<file path="config.mk">
export PLATFORM = sky130hd
export DESIGN_NAME = bpfa_zero_find
export DESIGN_NICKNAME = d
export VERILOG_FILES = /design/src/bpfa_pkg.sv /design/src/bpfa_zero_find.sv
export SDC_FILE = /design/constraint.sdc
export NUM_CORES = 1
export LEC_CHECK = 0
export BUFFER_PORTS_ARGS = -buffer_cell sky130_fd_sc_hd__buf_2
export CAP_MARGIN = 25
export CORE_AREA = 2 2 39 41
export CTS_CLUSTER_SIZE = 40
export DETAILED_ROUTE_END_ITERATION = 8
export DIE_AREA = 0 0 41 43
export PLACE_DENSITY = 0.71
export SLEW_MARGIN = 25
export SYNTH_ARGS = -nofsm -noshare
export SYNTH_HDL_FRONTEND = slang
export SYNTH_SLANG_ARGS = --single-unit
export TNS_END_PERCENT = 50
</file>
<file path="constraint.sdc">
create_clock -name clk -period 2.5 [get_ports clk]
set_clock_uncertainty 0.15 [all_clocks]
set_input_delay 0.125 -clock clk [delete_from_list [all_inputs] [get_ports clk]]
set_output_delay 0.125 -clock clk [all_outputs]
set_load 0.05 [all_outputs]
</file>
<file path="src/bpfa_pkg.sv">
package bpfa_pkg;

    localparam int MAX_WORDS_DEF  = 256;
    localparam int PAGE_SHIFT_DEF = 12;
    localparam int WORD_BITS_DEF  = 32;

    localparam int ADDR_W = 25;
    localparam int REQ_W  = 2;
    localparam int CNT_W  = 14;
    localparam int CFG_W  = 9;

    localparam logic [CFG_W-1:0] WORDS_IN_USE_RESET = 9'd256;

    localparam logic [REQ_W-1:0] REQ_ALLOC      = 2'd0;
    localparam logic [REQ_W-1:0] REQ_FREE       = 2'd1;
    localparam logic [REQ_W-1:0] REQ_FREE_RANGE = 2'd2;

    localparam logic STATUS_OK  = 1'b0;
    localparam logic STATUS_OOM = 1'b1;

    typedef enum logic [2:0] {
        ST_CLEAR,
        ST_IDLE,
        ST_HINT_CHK,
        ST_SCAN_RD,
        ST_SCAN_CHK,
        ST_PICK,
        ST_FREE_RD,
        ST_FREE_WR
    } state_t;

endpackage

</file>
<file path="src/bpfa_zero_find.sv">
module bpfa_zero_find #(
    parameter int WORD_BITS = bpfa_pkg::WORD_BITS_DEF,
    parameter int BIT_IDX_W = $clog2(WORD_BITS)
) (
    input  logic                 clk,
    input  logic [WORD_BITS-1:0] word,
    output logic [BIT_IDX_W-1:0] idx_reg
);

    logic [BIT_IDX_W-1:0] idx_next;

    // Highest clear bit wins; the caller only looks when one exists.
    always_comb
    begin
        idx_next = '0;
        for (int i = 0; i < WORD_BITS; i++)
        begin
            if (!word[i])
            begin
                idx_next = BIT_IDX_W'(i);
            end
        end
    end

    always_ff @(posedge clk)
    begin
        idx_reg <= idx_next;
    end

endmodule

</file>
* Word-level counts from Yosys, hierarchy flattened *
Index checks and enable logic that the tools add are counted.

operators by class
  multiplexer cells = 30
  reduce and logical (&&, ||, !) cells = 4

operators by type and width
  kind                  number
  two-way mux 5 bit     14
  two-way mux 4 bit     8
  AND reduction 16 bit  1
  two-way mux 3 bit     4
  AND reduction 8 bit   1
  two-way mux 2 bit     2
  AND reduction 4 bit   1
  two-way mux 1 bit     2
  AND reduction 2 bit   1

storage, ports and cells
  register bits = 5
  input bits = 33
  output and inout bits = 5
  word-level logic and storage cells = 39

* Depth between registers and ports, before layout *
Gate-level depths: netlist of the first run.

  depth after elaboration = 30
  depth in mapped cells = 4
  mapped depth without buffers = 4

* Worst setup path before layout of the first run *
OpenSTA, ideal clock, no wires.

  path type = input to register
  start = input word[15]
  end = register idx_reg[2]
  library setup time = 0.120 ns
  arrival = 0.740 ns
  required time = 2.230 ns
  path slack = 1.490 ns
  stages on the path = 4
  path buffers = 0
  cell sequence = nand4_1 o21ba_1 o21bai_1 a211o_1

on the way
  longest elaborated chain between the ends = 13

ends and longest elaborated chain
  element                          line                  RTL
  start, declared                  bpfa_zero_find.sv:6   input logic [WORD_BITS-1:0] word,
  two-way mux 5 bit                bpfa_zero_find.sv:18  if (!word[i])
  two-way mux 4 bit (8 in series)  bpfa_zero_find.sv:18
  two-way mux 3 bit (4 in series)  bpfa_zero_find.sv:18
  end signal, assigned             bpfa_zero_find.sv:27  idx_reg <= idx_next;
  end, declared                    bpfa_zero_find.sv:7   output logic [BIT_IDX_W-1:0] idx_reg

No other way between the ends.
A chain may end at the register's enable or synchronous reset.

==> results of run 1 <==
cell families (layout without fill, tap and decap cells):
| kind of cell | count (synthesis) | after routing | share of synthesized area |
|---|---|---|---|
| buffers and inverters | 4 | 45 | 0.03398 |
| AND/OR/NAND/NOR | 32 | 32 | 0.3938 |
| AO/OA/AOI/OAI | 20 | 20 | 0.3456 |
| flip-flops | 5 | 5 | 0.2266 |
critical path: cells and delay by family:
kind                   cells  cell delay, ns
buffers and inverters      2            0.64
and+or+nand+nor            2            0.50
AOI/OAI and AO/OA          1            0.12
synthesized netlist by cell type (all sizes together):
library cell	number	area [um2]
nand2b	2	12.51
nand2	11	41.29
inv	4	15.01
nor4	1	6.260
a21oi	2	10.01
o21ba	1	10.01
a211o	1	8.760
o21ai	5	25.02
nor2b	3	26.27
a311oi	2	17.52
dfxtp	5	100.1
o21bai	1	7.510
and4	1	8.760
a221oi	1	15.01
nand3	4	20.02
a31o	1	8.760
a311o	1	10.01
a21boi	2	15.02
nor3	1	5.000
and3	1	6.260
nor2	1	3.750
a211oi	1	7.510
nand4	7	43.79
o221a	1	11.26
a31oi	1	6.260
final timing paths:
check | to | startpoint | slack (ns) | cells after the start
hold / removal | idx_reg[2] | word[28] | 0.04 | 3
setup / recovery | idx_reg[0] | word[31] | 1.07 | 5
through the flow:
stage          power [mW]  setup WS, ns
5_1_grt            0.2715         1.002
4_1_cts            0.2577         1.093
2_1_floorplan      0.1181         1.490
6_report           0.2524         1.067
3_5_place_dp       0.1608         1.216
3_3_place_gp       0.1598         1.240
final cells by class:
type                            count  area (um2)
Tap cell                           16       20.02
Inverter                            4       15.01
Sequential cell                     5       100.1
Timing Repair Buffer               37       190.2
Clock buffer                        4       26.28
Multi-Input combinational cell     52       326.6
Fill cell                         146       705.7
power by group:
| part | internal (mW) | total, mW | switching (mW) |
|---|---|---|---|
| clock | 0.0602 | 0.0909 | 0.0308 |
| sequential | 0.0829 | 0.0834 | 0.000479 |
| combinational | 0.0345 | 0.0781 | 0.0435 |
timing repair:
action / in CTS / in global routing
hold buffers: 1 / 0
buffers inserted: 0 / 0
endpoints found under the hold margin: 1 / 0
layer usage:
layer  vias to the layer above  share of wire  wire length, um  GRT usage
met2                        14           0.55              683     0.2938
li1                        318              -                -          -
met5                         -              0                0          0
met4                         0              0                0    0.06000
met3                         0          0.045               56          0
met1                       279           0.41              512     0.1835
==> results.sh, run 1 <==
export IMPL_path_max_fanout=3
export IMPL_worstSetupStartpointType="input port"
export IMPL_outcome="completed"
export IMPL_dr_pass1_iters=2
export IMPL_cts_sinks=5
export IMPL_holdWs_ns=0.04435
export IMPL_num_vias=611
export IMPL_layout_commonest_cell="buf_2"
export IMPL_post_route_min_period_ns=1.433
export IMPL_via_per_inst=5.178
export IMPL_setup_viol=0
export IMPL_largest_reg_flops=5
export IMPL_mostFrequentLayoutCells="36 x buf_2, 11 x nand2_1, 7 x nand4_1"
export IMPL_clock_fmax_mhz=697.6
export IMPL_area_growth_pct=53.54
export IMPL_cts_resized=0
export IMPL_ys_ff_latch=5
export IMPL_arrival_ns=1.39
export IMPL_seq_area_frac_synth=0.2266
export IMPL_cts_root_buf="clkbuf_4"
export IMPL_min_path_type="input port to flop"
export IMPL_cts_tree="done"
export IMPL_start_util=0.3192
export IMPL_grt_pass1_wl_um=2028
export IMPL_end_kind="flop"
export IMPL_grt_pass1_vias=545
export IMPL_grt_overflow_total=0
export IMPL_pin_count=38
export IMPL_core_mm2=0.001384
export IMPL_yosysWarnings=0
export IMPL_final_cell_area_um2=678.2
export IMPL_layout_drive_gt1_share=0.4118
export IMPL_track_usage=0.1608
export IMPL_finalCritPeriodShare=0.5734
export IMPL_numPortBuffers=36
export IMPL_synth_area_um2=441.7
export IMPL_rsz0062_at_grt="false"
export IMPL_synth_cells=61
export IMPL_final_core_util=0.4901
export IMPL_place_congestion=0.8657
export IMPL_hold_viol_final=0
export IMPL_power_leakage_nw=0.3105
export IMPL_cp_required_ns=2.46
export IMPL_cts_buffers=3
export IMPL_yosysUniqueCellTypes=28
export IMPL_worstPathCellList="dlygate4sd3_1 -> buf_2 -> nand3_1 -> nor4_1 -> a221oi_2"
export IMPL_instances_no_fill=118
export IMPL_grt_max_degree=7
export IMPL_synth_fp_nets=94
export IMPL_slew_headroom=0.7360
export IMPL_dp_cells=113
export IMPL_power_per_cell_area_mw_per_mm2=372.2
export IMPL_tightest_slew_ns=0.3924
export IMPL_finalSetupTns_ns=0
export IMPL_antenna_found_initial=0
export IMPL_postSynthAreaPerCell_um2=7.241
export IMPL_first_iter_violations=6
export IMPL_htreeDepth=1
export IMPL_wl_per_cell_um=10.62
export IMPL_drc_errors=0
export IMPL_chipHeight_um=43
export IMPL_cpMaxStageDelayCell="dlygate4sd3_1"
export IMPL_placedInstanceArea_um2=641.9
export IMPL_clkTransAtPathRegs_ns=0.04
export IMPL_cap_violations=0
export IMPL_detail_route_antenna_nets=0
export IMPL_die_area_mm2=0.001763
export IMPL_ir_worst_vdd_v=0.0001209
export IMPL_slew_viol_final=0
export IMPL_cts_max_path_buffers=2
export IMPL_rows=14
export IMPL_slowest_delay_ns=0.52
export IMPL_routed_wl_um=1253
export IMPL_num_antenna_cells=0
export IMPL_nets=136
export IMPL_die_w_um=41
export IMPL_dp_hpwl_um=1061
export IMPL_critPathKind="input port to flop"
Power figures use the tool's default switching activity.
==> inputs of run 2 (changes only) <==
==> constraint.sdc (replaced) <==
create_clock -name clk -period 1.4 [get_ports clk]
set_clock_uncertainty 0.15 [all_clocks]
set_input_delay 0.07 -clock clk [delete_from_list [all_inputs] [get_ports clk]]
set_output_delay 0.07 -clock clk [all_outputs]
set_load 0.05 [all_outputs]
==> results.sh, run 2 (synthesized netlist as in run 1, its figures left out) <==
export IMPL_core_mm2=0.001384
export IMPL_wl_per_cell_um=11.10
export IMPL_pwr_share_clk=0.355
export IMPL_layout_commonest_cell="buf_2"
export IMPL_ir_worst_vdd_v=0.0002030
export IMPL_cp_required_ns=1.43
export IMPL_rows=14
export IMPL_largest_reg_flops=5
export IMPL_hold_viol_final=0
export IMPL_start_util=0.3192
export IMPL_detail_route_antenna_nets=0
export IMPL_rsz0062_at_grt="true"
export IMPL_outcome="completed"
export IMPL_switchingPower_uw=137.3
export IMPL_htreeDepth=1
export IMPL_mostFrequentLayoutCells="36 x buf_2, 11 x nand2_1, 7 x nand4_1"
export IMPL_critPathKind="input port to flop"
export IMPL_cap_violations=0
export IMPL_area_growth_pct=61.76
export IMPL_slew_headroom=0.8006
export IMPL_cts_sinks=5
export IMPL_track_usage=0.1628
export IMPL_pre_cts_slack_ns=0.1915
export IMPL_path_max_fanout=5
export IMPL_setup_viol=0
export IMPL_power_frac_seq=0.324
export IMPL_die_area_mm2=0.001763
export IMPL_antenna_found_initial=0
export IMPL_clock_fmax_mhz=728.8
export IMPL_grt_overflow_total=0
export IMPL_dp_hpwl_um=1050
export IMPL_layout_drive_gt1_share=0.4095
export IMPL_drc_errors=0
export IMPL_cts_buffers=3
export IMPL_die_w_um=41
export IMPL_min_path_type="input port to flop"
export IMPL_clkTransAtPathRegs_ns=0.04
export IMPL_p_sw_frac=0.2983
export IMPL_p_int_uw=322.8
export IMPL_arrival_ns=1.40
export IMPL_grt_pass1_wl_um=2070
export IMPL_grt_pass1_vias=560
export IMPL_chipHeight_um=43
export IMPL_place_congestion=0.8679
export IMPL_worstSetupStartpointType="input port"
export IMPL_via_per_inst=5.347
export IMPL_nets=139
export IMPL_cts_root_buf="clkbuf_4"
export IMPL_tightest_slew_ns=0.2968
export IMPL_grt_max_degree=7
export IMPL_first_iter_violations=15
export IMPL_slew_viol_final=0
export IMPL_num_vias=647
export IMPL_finalWorstSetupSlack_ns=0.02793
export IMPL_pin_count=38
export IMPL_power_leakage_nw=0.3233
export IMPL_dr_pass1_iters=4
export IMPL_total_power_uw=460.1
export IMPL_finalSetupTns_ns=0
export IMPL_num_antenna_cells=0
export IMPL_final_core_util=0.5163
export IMPL_power_per_cell_area_mw_per_mm2=644.0
export IMPL_cts_tree="done"
export IMPL_p_comb_frac=0.321
export IMPL_cts_max_path_buffers=2
export IMPL_numPortBuffers=36
export IMPL_routed_wl_um=1343
export IMPL_end_kind="flop"
export IMPL_post_route_min_period_ns=1.372
export IMPL_finalCritPeriodShare=0.9801
## run 2: metal layers
layer  track usage  share of wire  up-vias
met5             0              0        -
met4       0.08000              0        0
met3             0          0.054        0
met2        0.2750           0.53       22
met1        0.1994           0.41      299
li1              -              -      326
## run 2: path summary, 6_finish.rpt
path      from          to  slack (ns)  depth (start not counted)
max   word[29]  idx_reg[2]        0.03                          5
min   word[27]  idx_reg[3]        0.01                          4
## run 2: worst max-delay path, stage by stage
cell,delay (ns)
dlygate4sd3_1,0.53
buf_2,0.15
nand4_1,0.15
nor3_1,0.33
a211o_1,0.17
## run 2: metrics by stage
stage,hold slack [ns],instances,cell area (um2)
floorplan,0.01300,61,441.7
global placement,0.1434,113,641.9
detailed placement,0.1487,113,641.9
CTS,0.00007314,121,708.2
global route,0.04833,121,714.4
finish,0.01469,121,714.4
## run 2: cell type report
class | instances | area (um2)
clock buffers | 4 | 26.28
multi-input cells | 52 | 332.8
well taps | 16 | 20.02
repair buffers | 40 | 220.2
fillers | 148 | 669.4
flip-flops and latches | 5 | 100.1
inverters | 4 | 15.01
## run 2: timing repair
item,in CTS,in global routing
endpoints found under the hold margin,3,0
buffers inserted,0,0
resized for setup,0,1
hold buffers,4,0
setup endpoints to repair,0,4
## run 2: power groups by stage
stage	combinational, mW	sequential (mW)	clock [mW]
after global routing	0.162	0.150	0.180
after CTS	0.145	0.149	0.173
after global placement	0.134	0.151	0
after detailed placement	0.136	0.151	0
final	0.148	0.149	0.163
after floorplan	0.0407	0.170	0
